### src/design/cst_pkg.sv
`timescale 1ns / 1ps
`default_nettype none
// ----------------------------------------------------------------------------
// cst_pkg
// Shared types and constants of the counting semaphore table.
// ----------------------------------------------------------------------------
package cst_pkg;

   localparam int NUM_SEMAPHORES_DEF = 16;
   localparam int NUM_PROCESSES_DEF  = 32;

   localparam logic signed [15:0] CNT_MAX   = 16'sh7FFF;
   localparam logic signed [15:0] CNT_MIN   = -16'sh8000;
   localparam logic        [15:0] LIMIT_ALL = 16'hFFFF;

   typedef enum logic [2:0] {
      OP_CREATE   = 3'd0,
      OP_DELETE   = 3'd1,
      OP_RESET    = 3'd2,
      OP_SIGNAL   = 3'd3,
      OP_SIGNAL_N = 3'd4,
      OP_WAIT     = 3'd5,
      OP_TRY_WAIT = 3'd6,
      OP_QUERY    = 3'd7
   } op_type;

   typedef enum logic [2:0] {
      ST_OK      = 3'd0,
      ST_INVALID = 3'd1,
      ST_LIMIT   = 3'd2,
      ST_NORES   = 3'd3,
      ST_BLOCKED = 3'd4
   } status_type;

   typedef enum logic [1:0] {
      WAKE_NORMAL  = 2'd0,
      WAKE_DELETED = 2'd1,
      WAKE_RESET   = 2'd2
   } wake_code_type;

   typedef enum logic [2:0] {
      S_IDLE,
      S_LOOK,
      S_SCAN,
      S_WALK,
      S_FLUSH
   } top_state_type;

   typedef enum logic [1:0] {
      WL_IDLE,
      WL_RUN,
      WL_DONE
   } wl_state_type;

   typedef struct packed {
      logic [7:0] sem;
      logic [7:0] prio;
      logic [4:0] proc;
   } wl_entry_type;

   typedef struct packed {
      logic         go;
      logic         insert;
      wl_entry_type entry;
      logic [15:0]  limit;
   } wl_cmd_type;

   typedef struct packed {
      logic       wake;
      logic [4:0] proc;
      logic       done;
      logic       full;
   } wl_evt_type;

   typedef struct packed {
      status_type    status;
      logic [15:0]   value;
      logic          woken;
      logic [4:0]    proc;
      wake_code_type code;
   } rsp_payload_type;

endpackage
`default_nettype wire

### src/design/cst_ifs.sv
`timescale 1ns / 1ps
`default_nettype none
// ----------------------------------------------------------------------------
// cst_ifs
// Request and response channels: valid/ready with payload.
// ----------------------------------------------------------------------------
interface cst_req_if;
   logic               valid;
   logic               ready;
   logic [2:0]         operation;
   logic [7:0]         sem_id;
   logic signed [15:0] count_value;
   logic [4:0]         proc_id;
   logic [7:0]         proc_priority;

   modport source (output valid, operation, sem_id, count_value, proc_id, proc_priority,
                   input ready);
   modport sink (input valid, operation, sem_id, count_value, proc_id, proc_priority,
                 output ready);
endinterface

interface cst_rsp_if;
   logic               valid;
   logic               ready;
   logic [2:0]         status;
   logic signed [15:0] value;
   logic               woken_valid;
   logic [4:0]         woken_proc;
   logic [1:0]         wake_code;
   logic               last;

   modport source (output valid, status, value, woken_valid, woken_proc, wake_code, last,
                   input ready);
   modport sink (input valid, status, value, woken_valid, woken_proc, wake_code, last,
                 output ready);
endinterface
`default_nettype wire

### src/design/cst_count_ram.sv
`timescale 1ns / 1ps
`default_nettype none
// ----------------------------------------------------------------------------
// cst_count_ram
// Semaphore count store: one write port, one registered read port.
// ----------------------------------------------------------------------------
module cst_count_ram #(
   parameter int DEPTH = cst_pkg::NUM_SEMAPHORES_DEF,
   parameter int AW    = 4
) (
   input  wire logic          clock,
   input  wire logic          we,
   input  wire logic [AW-1:0] waddr,
   input  wire logic [15:0]   wdata,
   input  wire logic [AW-1:0] raddr,
   output logic      [15:0]   rdata
);

   logic [15:0] mem [DEPTH];

   always_ff @(posedge clock) begin
      if (we) begin
         mem[waddr] <= wdata;
      end
      rdata <= mem[raddr];
   end

endmodule
`default_nettype wire

### src/design/cst_wait_list.sv
`timescale 1ns / 1ps
`default_nettype none
// ----------------------------------------------------------------------------
// cst_wait_list
// Priority-ordered wait list in a memory. One walk per command, one entry
// per cycle unless hold stalls a wake: insert in priority order, or remove matching waiters in order.
// ----------------------------------------------------------------------------
module cst_wait_list #(
   parameter int NUM_PROCESSES = cst_pkg::NUM_PROCESSES_DEF
) (
   input  wire logic                clock,
   input  wire logic                reset,
   input  wire cst_pkg::wl_cmd_type cmd,
   input  wire logic                hold,
   output cst_pkg::wl_evt_type      evt
);

   localparam int PIW = (NUM_PROCESSES > 1) ? $clog2(NUM_PROCESSES) : 1;
   localparam int LW  = $clog2(NUM_PROCESSES + 1);

   cst_pkg::wl_entry_type mem [NUM_PROCESSES];
   cst_pkg::wl_entry_type rd_q;
   logic [PIW-1:0]        rd_addr;
   logic                  we;
   logic [PIW-1:0]        waddr;
   cst_pkg::wl_entry_type wdata;

   cst_pkg::wl_state_type wst_ff, wst_in;
   logic [LW-1:0]         len_ff, len_in;
   logic [LW-1:0]         r_ff, r_in;
   logic [LW-1:0]         w_ff, w_in;
   logic [LW-1:0]         removed_ff, removed_in;
   cst_pkg::wl_entry_type carry_ff, carry_in;
   logic                  ins_ff, ins_in;
   logic                  insert_ff, insert_in;
   logic [15:0]           limit_ff, limit_in;
   logic [7:0]            key_ff, key_in;
   logic [7:0]            prio_ff, prio_in;
   logic [LW-1:0]         r_nxt;
   logic                  match;

   always_ff @(posedge clock) begin
      if (we) begin
         mem[waddr] <= wdata;
      end
      rd_q <= mem[rd_addr];
   end

   always_ff @(posedge clock) begin
      if (reset) begin
         wst_ff <= cst_pkg::WL_IDLE;
         len_ff <= '0;
      end else begin
         wst_ff <= wst_in;
         len_ff <= len_in;
      end
      r_ff       <= r_in;
      w_ff       <= w_in;
      removed_ff <= removed_in;
      carry_ff   <= carry_in;
      ins_ff     <= ins_in;
      insert_ff  <= insert_in;
      limit_ff   <= limit_in;
      key_ff     <= key_in;
      prio_ff    <= prio_in;
   end

   always_comb begin
      wst_in     = wst_ff;
      len_in     = len_ff;
      r_in       = r_ff;
      w_in       = w_ff;
      removed_in = removed_ff;
      carry_in   = carry_ff;
      ins_in     = ins_ff;
      insert_in  = insert_ff;
      limit_in   = limit_ff;
      key_in     = key_ff;
      prio_in    = prio_ff;
      r_nxt      = r_ff + 1'b1;
      rd_addr    = r_ff[PIW-1:0];
      we         = 1'b0;
      waddr      = r_ff[PIW-1:0];
      wdata      = carry_ff;
      match      = (rd_q.sem == key_ff) && (16'(removed_ff) < limit_ff);
      evt        = '0;
      evt.full   = (len_ff == LW'(NUM_PROCESSES));
      unique case (wst_ff)
         cst_pkg::WL_IDLE: begin
            rd_addr = '0;
            if (cmd.go) begin
               r_in       = '0;
               w_in       = '0;
               removed_in = '0;
               carry_in   = cmd.entry;
               ins_in     = 1'b0;
               insert_in  = cmd.insert;
               limit_in   = cmd.limit;
               key_in     = cmd.entry.sem;
               prio_in    = cmd.entry.prio;
               wst_in     = cst_pkg::WL_RUN;
            end
         end
         cst_pkg::WL_RUN: begin
            if (r_ff == len_ff) begin
               if (insert_ff) begin
                  // append whatever is still carried at the tail
                  we     = 1'b1;
                  waddr  = len_ff[PIW-1:0];
                  wdata  = carry_ff;
                  len_in = len_ff + 1'b1;
               end else begin
                  len_in = w_ff;
               end
               wst_in = cst_pkg::WL_DONE;
            end else if (insert_ff) begin
               if (ins_ff || (rd_q.prio < prio_ff)) begin
                  // drop the carried entry here and carry this one up
                  we       = 1'b1;
                  waddr    = r_ff[PIW-1:0];
                  wdata    = carry_ff;
                  carry_in = rd_q;
                  ins_in   = 1'b1;
               end
               r_in    = r_nxt;
               rd_addr = r_nxt[PIW-1:0];
            end else if (match) begin
               if (!hold) begin
                  evt.wake   = 1'b1;
                  evt.proc   = rd_q.proc;
                  removed_in = removed_ff + 1'b1;
                  r_in       = r_nxt;
                  rd_addr    = r_nxt[PIW-1:0];
               end
            end else begin
               // compact the kept entry down
               we      = 1'b1;
               waddr   = w_ff[PIW-1:0];
               wdata   = rd_q;
               w_in    = w_ff + 1'b1;
               r_in    = r_nxt;
               rd_addr = r_nxt[PIW-1:0];
            end
         end
         cst_pkg::WL_DONE: begin
            evt.done = 1'b1;
            wst_in   = cst_pkg::WL_IDLE;
         end
         default: wst_in = cst_pkg::WL_IDLE;
      endcase
   end

endmodule
`default_nettype wire

### src/design/counting_semaphore_table.sv
`timescale 1ns / 1ps
`default_nettype none
// ----------------------------------------------------------------------------
// counting_semaphore_table
// Counting semaphore manager with a shared priority wait list.
// ----------------------------------------------------------------------------
// Each request is looked up in S_LOOK and closed in S_FLUSH with its last beat;
//   create scans the semaphore ids in S_SCAN in between (up to NUM_SEMAPHORES).
// Requests that touch the wait list walk it in S_WALK in between, one entry per
//   cycle unless a blocked output register holds a wake; each wake sends a beat.
// One request in flight at a time; the last beat waits in an output register
//   while the next request is accepted.
// Synchronous reset empties the semaphore table and the wait list at once.
module counting_semaphore_table #(
   parameter int NUM_SEMAPHORES = cst_pkg::NUM_SEMAPHORES_DEF,
   parameter int NUM_PROCESSES  = cst_pkg::NUM_PROCESSES_DEF
) (
   input wire logic clock,
   input wire logic reset,
   cst_req_if.sink  req_bus,
   cst_rsp_if.source rsp_bus
);

   localparam int SIW = (NUM_SEMAPHORES > 1) ? $clog2(NUM_SEMAPHORES) : 1;

   cst_pkg::top_state_type   state_ff, state_in;
   cst_pkg::op_type          op_ff;
   logic [7:0]               sid_ff;
   logic signed [15:0]       cv_ff;
   logic [4:0]               proc_ff;
   logic [7:0]               prio_ff;
   logic [SIW-1:0]           scan_ff, scan_in;
   logic [NUM_SEMAPHORES-1:0] in_use_ff, in_use_in;
   cst_pkg::wake_code_type   code_ff, code_in;
   cst_pkg::rsp_payload_type pend_ff, pend_in;
   cst_pkg::rsp_payload_type out_ff;
   logic                     out_valid_ff;
   logic                     out_last_ff;

   logic                     push;
   logic                     push_last;
   logic                     can_push;
   logic                     accept;

   logic                     cnt_we;
   logic [SIW-1:0]           cnt_waddr;
   logic [15:0]              cnt_wdata;
   logic signed [15:0]       cnt_q;

   cst_pkg::wl_cmd_type      wl_cmd;
   cst_pkg::wl_evt_type      wl_evt;
   logic                     wl_hold;

   logic [SIW-1:0]           use_idx;
   logic                     sid_ok;
   logic signed [16:0]       sum17;
   logic        [16:0]       negc17;
   logic        [16:0]       due17;

   assign accept        = req_bus.valid && req_bus.ready;
   assign req_bus.ready = (state_ff == cst_pkg::S_IDLE) && !reset;
   assign can_push      = !out_valid_ff || rsp_bus.ready;
   assign wl_hold       = !can_push;

   assign rsp_bus.valid       = out_valid_ff;
   assign rsp_bus.status      = out_ff.status;
   assign rsp_bus.value       = out_ff.value;
   assign rsp_bus.woken_valid = out_ff.woken;
   assign rsp_bus.woken_proc  = out_ff.proc;
   assign rsp_bus.wake_code   = out_ff.code;
   assign rsp_bus.last        = out_last_ff;

   cst_count_ram #(
      .DEPTH (NUM_SEMAPHORES),
      .AW    (SIW)
   ) u_count_ram (
      .clock (clock),
      .we    (cnt_we),
      .waddr (cnt_waddr),
      .wdata (cnt_wdata),
      .raddr (req_bus.sem_id[SIW-1:0]),
      .rdata (cnt_q)
   );

   cst_wait_list #(
      .NUM_PROCESSES (NUM_PROCESSES)
   ) u_wait_list (
      .clock (clock),
      .reset (reset),
      .cmd   (wl_cmd),
      .hold  (wl_hold),
      .evt   (wl_evt)
   );

   always_ff @(posedge clock) begin
      if (reset) begin
         state_ff     <= cst_pkg::S_IDLE;
         in_use_ff    <= '0;
         out_valid_ff <= 1'b0;
      end else begin
         state_ff  <= state_in;
         in_use_ff <= in_use_in;
         if (push) begin
            out_valid_ff <= 1'b1;
         end else if (rsp_bus.ready) begin
            out_valid_ff <= 1'b0;
         end
      end
      if (accept) begin
         op_ff   <= cst_pkg::op_type'(req_bus.operation);
         sid_ff  <= req_bus.sem_id;
         cv_ff   <= req_bus.count_value;
         proc_ff <= req_bus.proc_id;
         prio_ff <= req_bus.proc_priority;
      end
      if (push) begin
         out_ff      <= pend_ff;
         out_last_ff <= push_last;
      end
      scan_ff <= scan_in;
      code_ff <= code_in;
      pend_ff <= pend_in;
   end

   always_comb begin
      state_in  = state_ff;
      scan_in   = scan_ff;
      code_in   = code_ff;
      pend_in   = pend_ff;
      in_use_in = in_use_ff;
      push      = 1'b0;
      push_last = 1'b0;
      cnt_we    = 1'b0;
      cnt_waddr = sid_ff[SIW-1:0];
      cnt_wdata = cv_ff;
      wl_cmd    = '0;
      wl_cmd.entry.sem  = sid_ff;
      wl_cmd.entry.prio = prio_ff;
      wl_cmd.entry.proc = proc_ff;
      wl_cmd.limit      = cst_pkg::LIMIT_ALL;
      use_idx   = (state_ff == cst_pkg::S_SCAN) ? scan_ff : sid_ff[SIW-1:0];
      sid_ok    = ({1'b0, sid_ff} < 9'(NUM_SEMAPHORES)) && in_use_ff[use_idx];
      sum17     = {cnt_q[15], cnt_q} + {cv_ff[15], cv_ff};
      negc17    = 17'(-{cnt_q[15], cnt_q});
      due17     = (negc17 < {1'b0, cv_ff}) ? negc17 : {1'b0, cv_ff};

      unique case (state_ff)
         cst_pkg::S_IDLE: begin
            if (accept) begin
               state_in = cst_pkg::S_LOOK;
            end
         end
         cst_pkg::S_LOOK: begin
            pend_in        = '0;
            pend_in.status = cst_pkg::ST_OK;
            code_in        = cst_pkg::WAKE_NORMAL;
            state_in       = cst_pkg::S_FLUSH;
            if (op_ff == cst_pkg::OP_CREATE) begin
               if (cv_ff < 0) begin
                  pend_in.status = cst_pkg::ST_INVALID;
               end else begin
                  scan_in  = '0;
                  state_in = cst_pkg::S_SCAN;
               end
            end else if (!sid_ok) begin
               pend_in.status = cst_pkg::ST_INVALID;
            end else begin
               unique case (op_ff)
                  cst_pkg::OP_DELETE: begin
                     in_use_in[sid_ff[SIW-1:0]] = 1'b0;
                     code_in   = cst_pkg::WAKE_DELETED;
                     wl_cmd.go = 1'b1;
                     state_in  = cst_pkg::S_WALK;
                  end
                  cst_pkg::OP_RESET: begin
                     if (cv_ff < 0) begin
                        pend_in.status = cst_pkg::ST_INVALID;
                     end else begin
                        cnt_we    = 1'b1;
                        code_in   = cst_pkg::WAKE_RESET;
                        wl_cmd.go = 1'b1;
                        state_in  = cst_pkg::S_WALK;
                     end
                  end
                  cst_pkg::OP_SIGNAL: begin
                     if (cnt_q == cst_pkg::CNT_MAX) begin
                        pend_in.status = cst_pkg::ST_LIMIT;
                     end else begin
                        cnt_we    = 1'b1;
                        cnt_wdata = cnt_q + 16'sd1;
                        if (cnt_q < 0) begin
                           wl_cmd.go    = 1'b1;
                           wl_cmd.limit = 16'd1;
                           state_in     = cst_pkg::S_WALK;
                        end
                     end
                  end
                  cst_pkg::OP_SIGNAL_N: begin
                     if (cv_ff >= 0) begin
                        if (!sum17[16] && sum17[15]) begin
                           pend_in.status = cst_pkg::ST_LIMIT;
                        end else begin
                           cnt_we    = 1'b1;
                           cnt_wdata = sum17[15:0];
                           if ((cnt_q < 0) && (due17 != '0)) begin
                              wl_cmd.go    = 1'b1;
                              wl_cmd.limit = due17[15:0];
                              state_in     = cst_pkg::S_WALK;
                           end
                        end
                     end
                  end
                  cst_pkg::OP_WAIT: begin
                     if (cnt_q == cst_pkg::CNT_MIN) begin
                        pend_in.status = cst_pkg::ST_LIMIT;
                     end else if (cnt_q <= 0) begin
                        if (wl_evt.full) begin
                           pend_in.status = cst_pkg::ST_NORES;
                        end else begin
                           cnt_we         = 1'b1;
                           cnt_wdata      = cnt_q - 16'sd1;
                           pend_in.status = cst_pkg::ST_BLOCKED;
                           wl_cmd.go      = 1'b1;
                           wl_cmd.insert  = 1'b1;
                           state_in       = cst_pkg::S_WALK;
                        end
                     end else begin
                        cnt_we    = 1'b1;
                        cnt_wdata = cnt_q - 16'sd1;
                     end
                  end
                  cst_pkg::OP_TRY_WAIT: begin
                     if (cnt_q == cst_pkg::CNT_MIN) begin
                        pend_in.status = cst_pkg::ST_LIMIT;
                     end else if (cnt_q > 0) begin
                        cnt_we    = 1'b1;
                        cnt_wdata = cnt_q - 16'sd1;
                     end else begin
                        pend_in.status = cst_pkg::ST_NORES;
                     end
                  end
                  cst_pkg::OP_QUERY: begin
                     pend_in.value = cnt_q;
                  end
                  default: pend_in.status = cst_pkg::ST_INVALID;
               endcase
            end
         end
         cst_pkg::S_SCAN: begin
            if (!in_use_ff[scan_ff]) begin
               in_use_in[scan_ff] = 1'b1;
               cnt_we        = 1'b1;
               cnt_waddr     = scan_ff;
               pend_in.value = 16'(scan_ff);
               state_in      = cst_pkg::S_FLUSH;
            end else if (32'(scan_ff) == NUM_SEMAPHORES - 1) begin
               pend_in.status = cst_pkg::ST_NORES;
               state_in       = cst_pkg::S_FLUSH;
            end else begin
               scan_in = scan_ff + 1'b1;
            end
         end
         cst_pkg::S_WALK: begin
            // each wake sends the held beat on and becomes the new held beat
            if (wl_evt.wake) begin
               push         = 1'b1;
               pend_in.value = '0;
               pend_in.woken = 1'b1;
               pend_in.proc  = wl_evt.proc;
               pend_in.code  = code_ff;
            end
            if (wl_evt.done) begin
               state_in = cst_pkg::S_FLUSH;
            end
         end
         cst_pkg::S_FLUSH: begin
            if (can_push) begin
               push      = 1'b1;
               push_last = 1'b1;
               state_in  = cst_pkg::S_IDLE;
            end
         end
         default: state_in = cst_pkg::S_IDLE;
      endcase
   end

`ifndef SYNTHESIS
   a_wake_not_stalled: assert property (@(posedge clock) disable iff (reset)
      wl_evt.wake |-> can_push)
      else $error("wake beat issued while output register blocked");

   a_look_after_accept: assert property (@(posedge clock) disable iff (reset)
      (state_ff == cst_pkg::S_LOOK) |-> $past(accept))
      else $error("lookup without an accepted request");

   a_flush_sends_last: assert property (@(posedge clock) disable iff (reset)
      (state_ff == cst_pkg::S_FLUSH && state_in == cst_pkg::S_IDLE)
         |=> (out_valid_ff && out_last_ff))
      else $error("request closed without a last beat");

   a_walk_only_in_walk: assert property (@(posedge clock) disable iff (reset)
      wl_evt.wake |-> (state_ff == cst_pkg::S_WALK))
      else $error("wake outside a list walk");
`endif

endmodule
`default_nettype wire

### src/flat_wrapper.sv
// flat-port wrapper written by rule: the top's interface ports become plain ports
module counting_semaphore_table_flat 
#(
   parameter int NUM_SEMAPHORES = cst_pkg::NUM_SEMAPHORES_DEF,
   parameter int NUM_PROCESSES  = cst_pkg::NUM_PROCESSES_DEF
)
  (clock, reset, req_bus_valid, req_bus_operation, req_bus_sem_id, req_bus_count_value, req_bus_proc_id, req_bus_proc_priority, req_bus_ready, rsp_bus_valid, rsp_bus_status, rsp_bus_value, rsp_bus_woken_valid, rsp_bus_woken_proc, rsp_bus_wake_code, rsp_bus_last, rsp_bus_ready);
  cst_req_if req_bus_i ();
  cst_rsp_if rsp_bus_i ();
  input wire logic clock;
  input wire logic reset;
  input wire logic [$bits(req_bus_i.valid)-1:0] req_bus_valid;
  input wire logic [$bits(req_bus_i.operation)-1:0] req_bus_operation;
  input wire logic [$bits(req_bus_i.sem_id)-1:0] req_bus_sem_id;
  input wire logic [$bits(req_bus_i.count_value)-1:0] req_bus_count_value;
  input wire logic [$bits(req_bus_i.proc_id)-1:0] req_bus_proc_id;
  input wire logic [$bits(req_bus_i.proc_priority)-1:0] req_bus_proc_priority;
  output wire logic [$bits(req_bus_i.ready)-1:0] req_bus_ready;
  output wire logic [$bits(rsp_bus_i.valid)-1:0] rsp_bus_valid;
  output wire logic [$bits(rsp_bus_i.status)-1:0] rsp_bus_status;
  output wire logic [$bits(rsp_bus_i.value)-1:0] rsp_bus_value;
  output wire logic [$bits(rsp_bus_i.woken_valid)-1:0] rsp_bus_woken_valid;
  output wire logic [$bits(rsp_bus_i.woken_proc)-1:0] rsp_bus_woken_proc;
  output wire logic [$bits(rsp_bus_i.wake_code)-1:0] rsp_bus_wake_code;
  output wire logic [$bits(rsp_bus_i.last)-1:0] rsp_bus_last;
  input wire logic [$bits(rsp_bus_i.ready)-1:0] rsp_bus_ready;
  assign req_bus_i.valid = req_bus_valid;
  assign req_bus_i.operation = req_bus_operation;
  assign req_bus_i.sem_id = req_bus_sem_id;
  assign req_bus_i.count_value = req_bus_count_value;
  assign req_bus_i.proc_id = req_bus_proc_id;
  assign req_bus_i.proc_priority = req_bus_proc_priority;
  assign req_bus_ready = req_bus_i.ready;
  assign rsp_bus_valid = rsp_bus_i.valid;
  assign rsp_bus_status = rsp_bus_i.status;
  assign rsp_bus_value = rsp_bus_i.value;
  assign rsp_bus_woken_valid = rsp_bus_i.woken_valid;
  assign rsp_bus_woken_proc = rsp_bus_i.woken_proc;
  assign rsp_bus_wake_code = rsp_bus_i.wake_code;
  assign rsp_bus_last = rsp_bus_i.last;
  assign rsp_bus_i.ready = rsp_bus_ready;
  counting_semaphore_table #(.NUM_SEMAPHORES(NUM_SEMAPHORES), .NUM_PROCESSES(NUM_PROCESSES)) u_core (.clock(clock), .reset(reset), .req_bus(req_bus_i), .rsp_bus(rsp_bus_i));
endmodule
### config.mk
export PLATFORM = sky130hd
export DESIGN_NAME = counting_semaphore_table_flat
export DESIGN_NICKNAME = d
export VERILOG_FILES = /design/src/design/cst_pkg.sv /design/src/design/cst_ifs.sv /design/src/design/cst_count_ram.sv /design/src/design/cst_wait_list.sv /design/src/design/counting_semaphore_table.sv /design/src/flat_wrapper.sv
export SDC_FILE = /design/constraint.sdc
export NUM_CORES = 2
export LEC_CHECK = 0
export BUFFER_PORTS_ARGS = -buffer_cell sky130_fd_sc_hd__buf_2
export CORE_MARGIN = 5
export CORE_UTILIZATION = 59
export CTS_CLUSTER_SIZE = 30
export DETAILED_ROUTE_END_ITERATION = 6
export HOLD_SLACK_MARGIN = 0.08
export PLACE_DENSITY_LB_ADDON = 0.12
export REMOVE_ABC_BUFFERS = 1
export SLEW_MARGIN = 20
export SYNTH_ARGS = -nofsm -noshare
export SYNTH_HDL_FRONTEND = slang
export SYNTH_SLANG_ARGS = --single-unit
### constraint.sdc
create_clock -name clock -period 19.1 [get_ports clock]
set_clock_uncertainty 0.1 [all_clocks]
set_input_delay 1.91 -clock clock [delete_from_list [all_inputs] [get_ports clock]]
set_output_delay 1.91 -clock clock [all_outputs]
set_load 0.005 [all_outputs]
# --- Word level (Yosys, flattened, before mapping) ---
# Memories as Yosys holds them, arrays and structs flattened. A register that Yosys moved wholly into a read port is not among the register bits.
# Cells that the tools add are included.
totals:
  ff_bits: 202
  memories: 2
  ram_bits: 928
  wordCells: 322
  output_inout_bits: 30
classes:
  bitwise: 7
  magnitude_cmp: 14
  eq_ne: 43
  muxes: 174
  reduce_logical: 39
  n_addsub: 9
memory_table:
  columns: ["memory", "depth", "width", "read_ports", "rd_clocked_by_memory_dff", "write_ports", "line_no", "rtl"]
  rows:
  - ["u_core.u_wait_list.mem", 32, 21, 1, 1, 1, "cst_wait_list.sv:21", "cst_pkg::wl_entry_type mem [NUM_PROCESSES];"]
  - ["u_core.u_count_ram.mem", 16, 16, 1, 1, 1, "cst_count_ram.sv:19", "logic [15:0] mem [DEPTH];"]
ops:
  columns: ["operator", "count"]
  rows:
  - ["2-to-1 mux 16 bit", 24]
  - ["2-to-1 mux 21 bit", 8]
  - ["2-to-1 mux 6 bit", 18]
  - ["2-to-1 mux 3 bit", 26]
  - ["one-hot mux 16 bit (2 select lines)", 2]
  - ["one-hot mux 16 bit (4 select lines)", 1]
  - ["one-hot mux 16 bit (3 select lines)", 1]
  - ["2-to-1 mux 5 bit", 9]
  - ["2-to-1 mux 1 bit", 42]
  - ["one-hot mux 21 bit (2 select lines)", 1]
  - ["one-hot mux 6 bit (2 select lines)", 3]
  - ["inequality test 2 bit (second input constant)", 17]
  - ["equality test 16 bit (second input constant)", 2]
  - ["< comparator 16 x 1 -> 1 bit (second input constant)", 2]
  - ["one-hot mux 3 bit (5 select lines)", 2]
  - ["2-to-1 mux 4 bit", 7]
  - ["adder 6 x 1 -> 6 bit (second input constant)", 4]
  - ["2-to-1 mux 2 bit", 12]
  - ["2-to-1 mux 24 bit", 1]
  - ["AND reduction 5 bit", 4]
  - ["one-hot mux 3 bit (6 select lines)", 1]
  - ["adder 16 x 16 -> 17 bit", 1]
  - ["< comparator 17 x 16 -> 1 bit", 1]
  - ["2-to-1 mux 17 bit", 1]
  - ["other kinds (52)", 96]

# --- Longest topological paths before layout ---
logic_depth:
  ltp_word: 14
  mapped_depth: 18
  mapped_depth_nobuf: 16

# --- Modules after synthesis ---
# A second synthesis with hierarchy kept.
hier_totals:
  hier_cells: 3169
  hier_area_um2: 48307.6
by_module_without_submodules:
  columns: ["module", "instances", "cells_per_inst", "area_each_um2", "seq_area_each_um2"]
  rows:
  - ["cst_wait_list", 1, 2002, 30715.7, 22952.0]
  - ["cst_count_ram", 1, 432, 10042.1, 8007.7]
  - ["counting_semaphore_table", 1, 735, 7549.7, 3433.3]

# --- Least setup slack after synthesis ---
# No wires, ideal clock.
synth_timing:
  path_type: "register -> register"
  from: "register u_core.u_count_ram.rdata[0], read port of u_core.u_count_ram.mem"
  to: "register u_core.u_wait_list.insert_ff, enable pin"
  setup_slack_ps: 11912
  period_less_slack_ps: 7188
  setup_ps: 506
  t_arrival_ps: 6582
  required_time_ps: 18494
  path_stages_with_launch: 18
  path_cell_list: "dfxtp_1 clkbuf_1 inv_1 ha_1 nand2b_1 nand2b_1 nor2_1 xnor2_1 ha_1 a21o_1 a21o_1 a21oi_1 o21ai_0 a41oi_1 mux2_4 o21ai_0 a21oi_1 nor4_1"
synth_via:
  elab_chain_len: 13
  word_cells_on_any_way: 24
synth_lines:
  columns: ["element", "line_no", "rtl"]
  rows:
  - ["from (decl)", "cst_count_ram.sv:16", "output logic [15:0] rdata"]
  - ["negator 17 bit", "counting_semaphore_table.sv:144", "negc17 = 17'(-{cnt_q[15], cnt_q});"]
  - ["< comparator 17 x 16 -> 1 bit", "counting_semaphore_table.sv:145", "due17 = (negc17 < {1'b0, cv_ff}) ? negc17 : {1'b0, cv_ff};"]
  - ["2-to-1 mux 17 bit", "counting_semaphore_table.sv:145", null]
  - ["nonzero test 17 bit", "counting_semaphore_table.sv:205", "if ((cnt_q < 0) && (due17 != '0)) begin"]
  - ["logical AND 1 bit", "counting_semaphore_table.sv:205", null]
  - ["2-to-1 mux 1 bit", "counting_semaphore_table.sv:205", null]
  - ["2-to-1 mux 1 bit", "counting_semaphore_table.sv:200", "if (!sum17[16] && sum17[15]) begin"]
  - ["2-to-1 mux 1 bit", "counting_semaphore_table.sv:199", "if (cv_ff >= 0) begin"]
  - ["one-hot mux 1 bit (5 select lines) (*)", "counting_semaphore_table.sv:168", "unique case (op_ff)"]
  - ["2-to-1 mux 2 bit (*)", "counting_semaphore_table.sv:165", "end else if (!sid_ok) begin"]
  - ["2-to-1 mux 2 bit (*)", "counting_semaphore_table.sv:158", "if (op_ff == cst_pkg::OP_CREATE) begin"]
  - ["2-to-1 mux 2 bit (*)", "counting_semaphore_table.sv:147", "unique case (state_ff)"]
  - ["AND reduction 2 bit (no source line) (*)", null, null]
  - ["to (signal assigned)", "cst_wait_list.sv:62", "insert_ff <= insert_in;"]
  - ["to (decl)", "cst_wait_list.sv:35", "logic insert_ff, insert_in;"]
# Mark *: on every way between the ends. The rest lies on a longest branch, timed or not.
# A chain may end at the register's enable or synchronous reset.

# --- Final worst setup path ---
layout_timing:
  from: "input rsp_bus_ready"
  to: "register u_core.u_wait_list.rd_q[16] (netlist name)"
layout_via:
  elab_chain_len: 6
layout_lines:
  columns: ["element", "line_no", "rtl"]
  rows:
  - ["from (decl)", "flat_wrapper.sv:26", "input wire logic [$bits(rsp_bus_i.ready)-1:0] rsp_bus_ready;"]
  - ["logical OR 1 bit", "counting_semaphore_table.sv:62", "assign can_push = !out_valid_ff || rsp_bus.ready;"]
  - ["2-to-1 mux 5 bit", "cst_wait_list.sv:128", "if (!hold) begin"]
  - ["2-to-1 mux 5 bit", "cst_wait_list.sv:127", "end else if (match) begin"]
  - ["2-to-1 mux 5 bit", "cst_wait_list.sv:116", "end else if (insert_ff) begin"]
  - ["2-to-1 mux 5 bit", "cst_wait_list.sv:105", "if (r_ff == len_ff) begin"]
  - ["one-hot mux 5 bit (2 select lines)", "cst_wait_list.sv:88", "unique case (wst_ff)"]
# No other way between the ends.

==> results.json <==
{
  "status": "finished, violations left",
  "violations": "DRC",
  "clockBufferDepth": 3,
  "cap_viol_max_count": 0,
  "reg2reg_slack_ns": 13.40,
  "fmax_mhz": 174.1,
  "synth_area_um2": 48790,
  "die_area_um2": 88550,
  "synth.distinct_cells": 78,
  "yosysTopAreaCellShare_pct": 67.82,
  "tightest_slew_ns": 1.220,
  "postSynth.asyncResetShare_pct": 0,
  "yosysMostFrequentCell": "edfxtp_1",
  "cp_max_fo": 44,
  "r2r_start": "u_core.u_count_ram.rdata[0]$_DFF_P_",
  "multiInputGateArea_um2": 13730,
  "drc_errors": 6,
  "ys_ff_latch": 1167,
  "drt_iter0_drc": 3629,
  "synth-xor-area-share_pct": 1.167,
  "worst_setup_path_end_kind": "flop",
  "dieWidth_um": 297.6,
  "synthCells": 3280,
  "r2r_cells": 16,
  "clock_latency_ns": 0.69,
  "area_growth_pct": 10.98,
  "cp_data_arrival_time_ns": 6.17,
  "p_leak_nw": 18.47,
  "min_path_type": "reg2reg",
  "root_buffer": "clkbuf_16",
  "rsz0062_at_grt": "no",
  "initial_utilization_pct": 59.42,
  "synth_compound_area_share_pct": 8.062,
  "via_count": 29740,
  "h-tree-depth": 3,
  "io_buffers": 73,
  "vias_per_cell": 6.617,
  "final_cell_area_um2": 54150,
  "slew_headroom_pct": 18.33,
  "tns_ns": 0,
  "synth_top_family_by_area": "simple AND/OR/NAND/NOR gates",
  "finalCritPeriodShare_pct": 30.08,
  "synth_area_leader_cell": "edfxtp_1",
  "synth-adder-area-share_pct": 1.477,
  "overflow": 0,
  "worst-setup-path-type": "in2reg",
  "nFillCells": 5678,
  "synth-main-ff-cell": "edfxtp_1",
  "ant_nets": 0,
  "grt_max_degree": 162,
  "worstPathRequired_ns": 19.52,
  "power.density_nw_per_um2": 94.75,
  "cts_buffers": 113,
  "gp_congestion": 0.9198,
  "grt_util_all_layers_pct": 28.81,
  "core_area_um2": 82110,
  "netlist_top_cells_count": "edfxtp_1, nand2_1, nor2_1, mux2i_1, clkbuf_1",
  "setup_violations": 0,
  "seq_area_um2": 34390,
  "crit_start": "rsp_bus_ready",
  "antenna_found_initial": 1,
  "placed_area_um2": 50490,
  "drive_gt1_share_pct": 15.14,
  "grt_pass1_vias": 29410,
  "hold_viol_final": 0,
  "cts.sinks": 1167,
  "synth_mux_area_share_pct": 8.026,
  "hold_start": "u_core.pend_ff[17]$_DFFE_PP_",
  "grt_first_pass_wirelength_um": 191900,
  "layout.nets": 3429,
  "synth-edff-count": 1102,
  "r2r-end": "u_core.u_wait_list.carry_ff[19]$_DFFE_PP_",
  "final_max_slew_viol_count": 0,
  "crit_end": "u_core.u_wait_list.rd_q[16]$_DFF_P_",
  "period_needed_ns": 5.744,
  "dpl.hpwl_um": 77630,
  "synth_simple_gate_area_share_pct": 8.678,
  "cts_resized": 0,
  "hold-worst-slack_ns": 0.3170,
  "dieHeight_um": 297.6,
  "finalWirelength_um": 130400,
  "cp-start-kind": "input port",
  "yosysWarnings": 0,
  "ys_top_cells_by_area": "edfxtp_1, mux4_2, nand2_1",
  "cts_tree": "yes",
  "avgSynthCellArea_um2": 14.88,
  "ctsHoldBuffers": 0,
  "placementRows": 105,
  "post_cts_buffers": 0,
  "synth-seq-area-share_pct": 70.49,
  "irDropWorstVdd_v": 0.00009147,
  "avgRoutedWirePerCell_um": 29.01,
  "drtPass1Iterations": 7,
  "ioPinCount": 74,
  "clkTransAtPathRegs_ns": 0.06
}
-- state kept, by name, indices dropped and copies added (netlist names), 8 cells and up --
| signal | cells |
|---|---|
| u_core.prio_ff | 8 |
| u_core.pend_ff | 27 |
| u_core.u_wait_list.carry_ff | 21 |
| u_core.u_count_ram.mem | 256 |
| u_core.sid_ff | 8 |
| u_core.in_use_ff | 16 |
| u_core.cv_ff | 16 |
| u_core.u_wait_list.prio_ff | 8 |
| u_core.u_wait_list.mem | 672 |
| u_core.u_wait_list.rd_q | 21 |
| u_core.rsp_bus.value | 16 |
| u_core.u_wait_list.key_ff | 8 |
| u_core.u_count_ram.rdata | 16 |
| u_core.u_wait_list.limit_ff | 16 |
-- per-layer routing --
layer	wire length, um	vias to the layer above	GRT usage (%)
met1	48790	14980	37.12
met4	7555	0	13.75
met2	64220	1496	48.39
li1	-	12930	-
met5	0	-	0
met3	9788	336	4.612
-- placed cells by master (no fill, tap or decap), drive strengths merged, types with 53 or more instances in the layout --
| master | netlist | final |
|---|---|---|
| edfxtp | 1102 | 1102 |
| nand2 | 424 | 424 |
| clkbuf | 140 | 156 |
| nor2 | 149 | 149 |
| mux2i | 140 | 140 |
| buf | 67 | 140 |
| a21oi | 132 | 132 |
| mux4 | 89 | 89 |
| o21ai | 86 | 86 |
| o22ai | 73 | 73 |
| a211oi | 69 | 69 |
| dfxtp | 65 | 65 |
| and4 | 64 | 64 |
| ha | 56 | 56 |
| nand3 | 53 | 53 |
-- critical path, cell delays in order --
cell and delay, ns:
buf_2 0.10, nand2b_1 0.19, nor4_1 0.36, o21a_1 0.41, or3b_2 0.19, buf_4 0.42, nand3_4 0.49, buf_4 0.49
nand3_1 0.13, buf_4 0.47, o22ai_1 0.13, nor4_1 0.64, a2bb2oi_1 0.14
-- cell families (layout without fill, tap and decap cells) --
group	after synthesis	after routing
muxes	274	274
DFF	1167	1167
xor gates and xnor gates	65	65
AOI/OAI and AO/OA	580	580
adders and majority gates	57	57
other	0	2
and+or+nand+nor	881	881
buffers and inverters	256	398
-- final cells by class --
class / count / share of cell area (%)
multi-input cells: 1857 / 25.36
flip-flops and latches: 1167 / 63.52
inverters: 49 / 0.3397
well taps: 1070 / 2.472
repair buffers: 140 / 1.631
diodes: 2 / 0.009243
clock inverters: 53 / 0.8526
clock buffers: 156 / 5.821
-- report_power, final --
part	internal (mW)	switching, mW	total (mW)
combinational	0.0643	0.0961	0.160
sequential	2.79	0.0247	2.81
clock	1.22	0.938	2.16
total	4.07	1.06	5.13
-- worst min path at each step --
stage,end,depth (start not counted)
floorplan,u_core.rsp_bus.status[0]$_DFFE_PP_,0
global placement,u_core.rsp_bus.woken_proc[2]$_DFFE_PP_,0
detailed placement,u_core.rsp_bus.value[9]$_DFFE_PP_,0
CTS,u_core.rsp_bus.woken_proc[3]$_DFFE_PP_,0
global route,u_core.rsp_bus.woken_proc[1]$_DFFE_PP_,0
finish,u_core.rsp_bus.value[9]$_DFFE_PP_,0
-- metrics by stage --
| stage | utilization [%] | power [mW] | worst slack [ns] | instances |
|---|---|---|---|---|
| floorplan | - | 2.956 | 7.212 | 3073 |
| detailed placement | 61.49 | 3.021 | 12.76 | 4283 |
| finish | 65.95 | 5.131 | 13.36 | 4494 |
| global placement | 61.48 | 3.017 | 12.84 | 4283 |
| CTS | 65.89 | 5.152 | 13.19 | 4492 |
| global route | 65.94 | 5.281 | 13.24 | 4492 |
No activity file was read; power rests on OpenSTA's default activity.
